### src/design/psf_ram.sv
// Generic single-write, single-read RAM with registered read data.
module psf_ram #(
  parameter int WIDTH = 8,
  parameter int DEPTH = 16
) (
  input  logic                     clk_i,
  input  logic                     we_i,
  input  logic [$clog2(DEPTH)-1:0] waddr_i,
  input  logic [WIDTH-1:0]         wdata_i,
  input  logic [$clog2(DEPTH)-1:0] raddr_i,
  output logic [WIDTH-1:0]         rdata_o
);

  logic [WIDTH-1:0] mem_q [DEPTH];

  // Write port
  always_ff @(posedge clk_i) begin
    if (we_i) begin
      mem_q[waddr_i] <= wdata_i;
    end
  end

  // Registered read port
  always_ff @(posedge clk_i) begin
    rdata_o <= mem_q[raddr_i];
  end

endmodule

### config.mk
export PLATFORM = sky130hd
export DESIGN_NAME = psf_ram
export DESIGN_NICKNAME = d
export VERILOG_FILES = /design/src/design/psf_ram.sv
export SDC_FILE = /design/constraint.sdc
export NUM_CORES = 1
export LEC_CHECK = 0
export BUFFER_PORTS_ARGS = -buffer_cell sky130_fd_sc_hd__buf_2
export CAP_MARGIN = 20
export CORE_MARGIN = 2
export CORE_UTILIZATION = 60
export DETAILED_ROUTE_END_ITERATION = 6
export PLACE_DENSITY = 0.83
export RECOVER_POWER = 25
export SLEW_MARGIN = 20
export SYNTH_ARGS = -nofsm -noshare
export SYNTH_HDL_FRONTEND = slang
export SYNTH_SLANG_ARGS = --single-unit
### constraint.sdc
create_clock -name clk_i -period 3.05 [get_ports clk_i]
set_input_delay 0.61 -clock clk_i [delete_from_list [all_inputs] [get_ports clk_i]]
set_output_delay 0.61 -clock clk_i [all_outputs]
set_load 0.03 [all_outputs]
# == Yosys cells after proc, flatten, opt, wreduce, memory -nomap -nowiden ==
# Memory sizes are Yosys's and may differ from the RTL's. A register that Yosys moved wholly into a read port is not among the register bits.
# Cells that the tools add are included.
# classes
mux,2
# op_table
cell,n
2-to-1 mux 1 bit,2
# totals
register_bits,0
ramBits,128
in_bits,18
wordCells,3
mem_count,1
# memory_table
memory,depth,width,read_ports,rd_ports_with_merged_regs,wr,line,rtl
mem_q,16,8,1,1,1,14,logic [WIDTH-1:0] mem_q [DEPTH];

# == Longest topological paths before layout ==
# Gate-level depths: netlist of the first run.
# logic_depth
ltp_word,2
depth_mapped,5

# == Least setup slack after synthesis of the first run ==
# Ideal clock, no wire load.
# synth_timing
kind,input to register
start,input port waddr_i[2]
end,memory mem_q[0][0] (enable)
setup_time_ps,383
arrival_ps,1720
setup_slack_ps,947
cell_stages,2
path_buffers,0
path_cell_list,or3b_2 > nor3_1
# synth_rtl
element,line,rtl
from (decl),8,"input logic [$clog2(DEPTH)-1:0] waddr_i,"
to (decl),14,
# Straight into the memory's write port.

==> metrics.txt, run 1 <==
outcome finished, final reports clean; largest net degree at the start of global routing 33; crit-path max cell delay 0.58 ns; residual DRC count 0; Reg power frac 0.446; total CTS buffers 17; crit path launch type primary input; IO Port Bufs 25; antenna violations before repair 0; RSZ-0062 raised after global routing no; H-tree Lvls 4; Critical path buffers and inverters 2; crit share post-route 0.613; final hold vios 0; Max-Cap Viols 0; flop-to-flop setup slack 1.63 ns; post-synthesis cell type count 19; Worst Setup Slack, final 1.18 ns; FMAX 0.534 GHz; Crit path arrival time 2.27 ns; initial core utilization 0.623; r2r worst-path depth 3; final WL 9940 µm; FP Rows 33; Clock Latency Late Sink 0.52 ns; LEAKAGE 0.00209 µW; via-per-instance ratio 6.41; final setup violation count 0; DRT antenna net count 0; Internal 3850 µW; Tot GR Track Use 0.227; P_sw 868 µW; Critical Path RT 3.45 ns; Hold Path Cell Cnt 1; Die Footprint 9340 µm²; syn nets 247; layout cells sized above 1 0.279; slowest CP cell mux4_1; Sinks on Clock Net 136; worst hold endpoint mem_q[6][5]; Clk pwr share 0.509; Reg clk slew, reported paths 0.06 ns; PD cells 770 nW/µm²; post-route clock skew 0.00665 ns; vias in the first global route 2,611; CTS tree yes; Tmin final 1.87 ns; Avg Inst Size Synth 22.5 µm²; pre-CTS WS 0.701 ns; CP Capture Type flop; actual slew at the worst max-slew pin 0.799 ns; Via Count 2,531; Congestion Overflow GR 0; Ant. Diodes 0; core area 8260 µm²; chip width 96.6 µm; Sw Share 0.184; Setup Total Neg Slack 0 ns; hold_buf cts 0; Yosys warnings 0; Post-Synthesis Cells 229; P&R area growth vs syn 19.1%; clk root buf clkbuf_8; initial DRC count 301; post-synthesis sequential area ratio 0.778; area of the mapped netlist 5150 µm²; fin. max-slew vios 0; drt pass-1 iters 6; Critical R2R Launch mem_q[2][3]; WP depth 5; first-pass GRT wire length 15,400 µm; Clock Path Buffers 2; PostCTS Resize Cnt 0; # Post-CTS Setup Buffers 0; critical path class primary input to flop; Combinational Power Share 0.045; Critical Path, Cell by Cell buf_2, buf_12, mux4_1, a22oi_1, nand2_1; Max-slew headroom 0.468; Worst Hold Launch wdata_i[5]; wire per inst 25.2 µm; HPWL Detailed 5830 µm; GPL Wtd Cong 0.733; Nets 295; #FFs+latches synth 136; IO Count 26; worst hold path type primary input to flop; Crit path max-delay family buffers and inverters; CP Max Fanout 21; Reg-to-Reg End rdata_o[3]; Max VDD drop 0.000420 V; Die Ht 96.6 µm
-- worst reg2reg max path, cell delays in order (launching register included) --
cell and delay [ns]:
edfxtp_1 0.37, mux4_1 0.51, a22oi_1 0.34, nand2_1 0.09
-- per-layer routing --
layer | wire (µm) | global-route usage | vias up
met4 | 289 | 0.113 | 0
met2 | 4980 | 0.353 | 148
met3 | 767 | 0.0513 | 26
met1 | 3900 | 0.310 | 1283
met5 | 0 | 0 | -
li1 | - | - | 1074
-- layout by cell type (no fill, tap or decap) --
| master | count |
|---|---|
| clkinvlp_4 | 2 |
| buf_4 | 13 |
| a22oi_1 | 16 |
| buf_12 | 1 |
| clkinv_2 | 1 |
| nor2b_1 | 1 |
| inv_6 | 1 |
| and2b_1 | 1 |
| mux4_2 | 18 |
| nand2_1 | 9 |
| buf_2 | 18 |
| and2_1 | 1 |
| nor2_1 | 13 |
| clkbuf_1 | 9 |
| clkbuf_8 | 2 |
| dfxtp_1 | 8 |
| edfxtp_1 | 128 |
| bufinv_16 | 8 |
| mux4_1 | 14 |
| clkbuf_16 | 16 |
| nor3_1 | 4 |
| nand2b_1 | 2 |
| nand3b_1 | 2 |
| or3b_2 | 1 |
| nand3_1 | 1 |
-- synth_stat cells --
master / n / area share
and2b_1: 1 / 0.0015
edfxtp_1: 128 / 0.75
mux4_1: 14 / 0.071
or3b_2: 1 / 0.0017
nand2b_1: 2 / 0.0024
buf_2: 3 / 0.0029
nor3_1: 4 / 0.0039
nand3_1: 1 / 0.00097
mux4_2: 18 / 0.079
nor2_1: 13 / 0.0095
and2_1: 1 / 0.0012
buf_4: 1 / 0.0015
a22oi_1: 16 / 0.023
nand2_1: 9 / 0.0066
nor2b_1: 1 / 0.0012
buf_6: 3 / 0.0066
nand3b_1: 2 / 0.0029
clkdlybuf4s25_2: 3 / 0.0058
dfxtp_1: 8 / 0.031
-- area by class of cell --
type                       count  area (µm²)
timing repair buffer          39         234
fill                         457        2130
tap                          105         131
clock inverter                12         269
clock buffer                  20         435
multi-input combinational     83        1060
sequential                   136        4000
-- power by group through the flow --
| stage | logic (µW) | registers (µW) | clock network [µW] |
|---|---|---|---|
| final | 212 | 2100 | 2400 |
| after global routing | 227 | 2110 | 2500 |
| after CTS | 215 | 2100 | 2420 |
| after detailed placement | 210 | 2140 | 0 |
| after global placement | 200 | 2140 | 0 |
| after floorplan | 106 | 2160 | 0 |
-- per-stage QoR --
stage / hold WS [ns] / util / std cells / power [µW] / instance area [µm²]
2_1_floorplan: 0.629 / - / 229 / 2270 / 5150
3_3_place_gp: 0.641 / 0.658 / 363 / 2340 / 5440
3_5_place_dp: 0.657 / 0.658 / 363 / 2350 / 5440
6_report: 0.505 / 0.742 / 395 / 4720 / 6130
5_1_grt: 0.495 / 0.742 / 395 / 4840 / 6130
4_1_cts: 0.462 / 0.743 / 395 / 4740 / 6140
-- cell families (layout without fill, tap and decap cells) --
| logic type | count (synthesis) | count (layout) | synth area share |
|---|---|---|---|
| and+or+nand+nor | 35 | 35 | 0.0318 |
| AOI/OAI and AO/OA | 16 | 16 | 0.0233 |
| buffers and inverters | 10 | 71 | 0.0168 |
| DFF | 136 | 136 | 0.778 |
| muxes | 32 | 32 | 0.150 |
-- how the worst max path moves through the flow --
stage          slack, ns           to        from
6_report            1.18   rdata_o[3]  raddr_i[0]
5_1_grt             1.10   rdata_o[3]  raddr_i[0]
4_1_cts             1.21   rdata_o[3]  raddr_i[0]
3_5_place_dp        0.70   rdata_o[2]  raddr_i[0]
3_3_place_gp        0.75   rdata_o[5]  raddr_i[0]
2_1_floorplan       0.95  mem_q[0][0]  waddr_i[2]
-- registers in the layout, summed over array words and instances (netlist names) --
register and count:
rdata_o 8, mem_q 128
(Power assumes the default switching activity.)
==> inputs of run 2 (changes only) <==
--- a/config.mk
+++ b/config.mk
@@ -5,12 +5,13 @@
 export SDC_FILE = /design/constraint.sdc
 export NUM_CORES = 1
 export LEC_CHECK = 0
+export ABC_AREA = 1
 export BUFFER_PORTS_ARGS = -buffer_cell sky130_fd_sc_hd__buf_2
 export CAP_MARGIN = 20
 export CORE_MARGIN = 2
-export CORE_UTILIZATION = 60
+export CORE_UTILIZATION = 55
 export DETAILED_ROUTE_END_ITERATION = 6
-export PLACE_DENSITY = 0.83
+export PLACE_DENSITY = 0.8
 export RECOVER_POWER = 25
 export SLEW_MARGIN = 20
 export SYNTH_ARGS = -nofsm -noshare
==> constraint.sdc (replaced) <==
create_clock -name clk_i -period 1.5 [get_ports clk_i]
set_input_delay 0.3 -clock clk_i [delete_from_list [all_inputs] [get_ports clk_i]]
set_output_delay 0.3 -clock clk_i [all_outputs]
set_load 0.03 [all_outputs]
==> metrics.txt, run 2 <==
outcome finished, final reports clean; Die Footprint 11,300 µm² (+21%); initial core utilization 0.564 (-0.0597); # Post-CTS Setup Buffers 0 (unchanged); GPL Wtd Cong 0.909 (+24%); slowest CP cell dfxtp_1; largest net degree at the start of global routing 65 (+97%); PD cells 1390 nW/µm² (+80%); FMAX 0.717 GHz; antenna violations before repair 0 (unchanged); P&R area growth vs syn 17.3%; Max VDD drop 0.000734 V (+75%); Clock Latency Late Sink 0.53 ns (about the same); Setup Total Neg Slack 0 ns (unchanged); residual DRC count 0 (unchanged); Sinks on Clock Net 136 (unchanged); LEAKAGE 0.00295 µW (+41%); Max-slew headroom 0.409 (-0.0582); Crit path arrival time 1.09 ns (-1.18 ns); Critical Path, Cell by Cell buf_2; post-synthesis cell type count 12 (-7); Tmin final 1.39 ns; area of the mapped netlist 5770 µm² (+12%); Yosys warnings 0 (unchanged); crit-path max cell delay 0.36 ns (-0.22 ns); Internal 7450 µW (+93%); post-synthesis sequential area ratio 0.694 (-0.0835); crit path launch type flop; most common cell after layout, fill and taps aside nand2_1; vias in the first global route 3,790 (+45%); Combinational Power Share 0.061 (+0.016); HPWL Detailed 7700 µm (+32%); post-route clock skew 0.0104 ns (+0.00373 ns); Die Ht 106 µm (+10%); Reg clk slew, reported paths 0.06 ns (about the same); critical path class flop to output port; most common flop cell mapped by yosys edfxtp_1; top-count cell post-synth nand2_1; Critical path buffers and inverters 1 (-1); initial DRC count 319 (+6.0%); Tot GR Track Use 0.241 (+0.0134); Final Non-Filler Cells 745 (+89%); fin. max-slew vios 0 (unchanged); Area contributors post-synth edfxtp_1, nand2_1, nand3_1; Post-synth EDFFs 128 (unchanged); crit share post-route 0.930; via-per-instance ratio 5.18 (-19%); Congestion Overflow GR 0 (unchanged); Avg Inst Size Synth 10.5 µm² (-53%); Fin Hold WS 0.142 ns (-0.363 ns); final setup violation count 0 (unchanged); Clk pwr share 0.483 (-0.026); most frequent cells in the layout nand2_1, edfxtp_1, inv_1, nand3_1, buf_4; Critical Path RT 1.20 ns (-2.25 ns); Max-Cap Viols 0 (unchanged); max reg flops 128 (unchanged); layout cells sized above 1 0.123 (-0.156); Reg power frac 0.456 (+0.010); core area 10,200 µm² (+24%); pre-CTS WS 0.122 ns (-0.579 ns); hold_buf cts 0 (unchanged); drt pass-1 iters 5 (-1); H-tree Lvls 4 (unchanged); syn nets 569 (+130%); biggest regs mem_q (128), rdata_o (8); wire per inst 16.8 µm (-33%); DRT antenna net count 0 (unchanged); Worst Setup Slack, final 0.105 ns (-1.07 ns); worst hold path type primary input to flop; RSZ-0062 raised after global routing no; Via Count 3,856 (+52%); final WL 12,500 µm (+26%); Nets 614 (+110%); Sw Share 0.205 (+0.0215); #FFs+latches synth 136 (unchanged); Synth top cells by count nand2_1, edfxtp_1, inv_1, nand3_1, nor2_1; FP Rows 37 (+12%); Post-Synthesis Cells 551 (+140%); Yosys top cell by area edfxtp_1; Crit path max-delay family flip-flops; actual slew at the worst max-slew pin 0.886 ns (+0.0874 ns); IO Port Bufs 25 (unchanged); P_sw 1930 µW (+120%); Placed Instances 713 (+96%); PostCTS Resize Cnt 0 (unchanged); IO Count 26 (unchanged); CTS tree yes; Async S/R FF share, synth 0 (unchanged); CP Max Fanout 1 (-95%); final hold vios 0 (unchanged); chip width 106 µm (+10%); total CTS buffers 17 (unchanged); first-pass GRT wire length 19,800 µm (+28%); CP Capture Type output port; post-synth top area share 0.667 (-0.0802); Biggest register mem_q; Ant. Diodes 0 (unchanged); Clock Path Buffers 2 (unchanged); clk root buf clkbuf_8
## run 2: cell count changes in the layout (fill, tap and decap cells not counted), sizes merged, moves of 4 or more
cell    previous run  this run
clkinv             1         5
mux4              32         0
nor2              13        17
a22oi             16         0
inv                1       102
nand2              9       173
nor3               4         0
buf               32        44
nand3              1        97
## run 2: area by class of cell
| class | instances | area, µm² |
|---|---|---|
| Inverter | 102 | 383 |
| Timing Repair Buffer | 50 | 343 |
| Tap cell | 136 | 170 |
| Multi-Input combinational cell | 289 | 1210 |
| Fill cell | 758 | 3470 |
| Sequential cell | 136 | 4000 |
| Clock buffer | 20 | 425 |
| Clock inverter | 12 | 224 |
## run 2: cell families after synthesis
kind of cell / Yosys count / share of synthesized area
DFF: 136 / 0.694
and+or+nand+nor: 289 / 0.210
buffers and inverters: 126 / 0.0952
## run 2: final timing paths
kind	from	to	cells past startpoint	slack [ns]
worst min-delay path	raddr_i[3]	rdata_o[7]	3	0.14
worst max-delay path	rdata_o[0]	rdata_o[0]	1	0.11
worst max register to register	mem_q[5][1]	rdata_o[1]	6	0.47
worst min register to register	mem_q[10][6]	rdata_o[6]	6	0.66
## run 2: power groups by stage
stage / clock network (µW) / registers [µW] / logic, µW
2_1_floorplan: 0 / 4400 / 300
6_report: 4530 / 4280 / 571
5_1_grt: 4730 / 4280 / 627
4_1_cts: 4570 / 4280 / 572
3_5_place_dp: 0 / 4350 / 568
3_3_place_gp: 0 / 4350 / 553
## run 2: routing by layer
layer / track usage / wire length (µm)
met3: 0.0705 / 857
met5: 0 / 0
met2: 0.399 / 6420
met4: 0.0940 / 223
met1: 0.299 / 5030
## run 2: through the flow
step	utilization	power, µW	instance area, µm²
floorplan	-	4700	5770
global route	0.661	9640	6760
finish	0.661	9370	6760
CTS	0.662	9420	6770
detailed placement	0.598	4920	6120
global placement	0.598	4900	6120
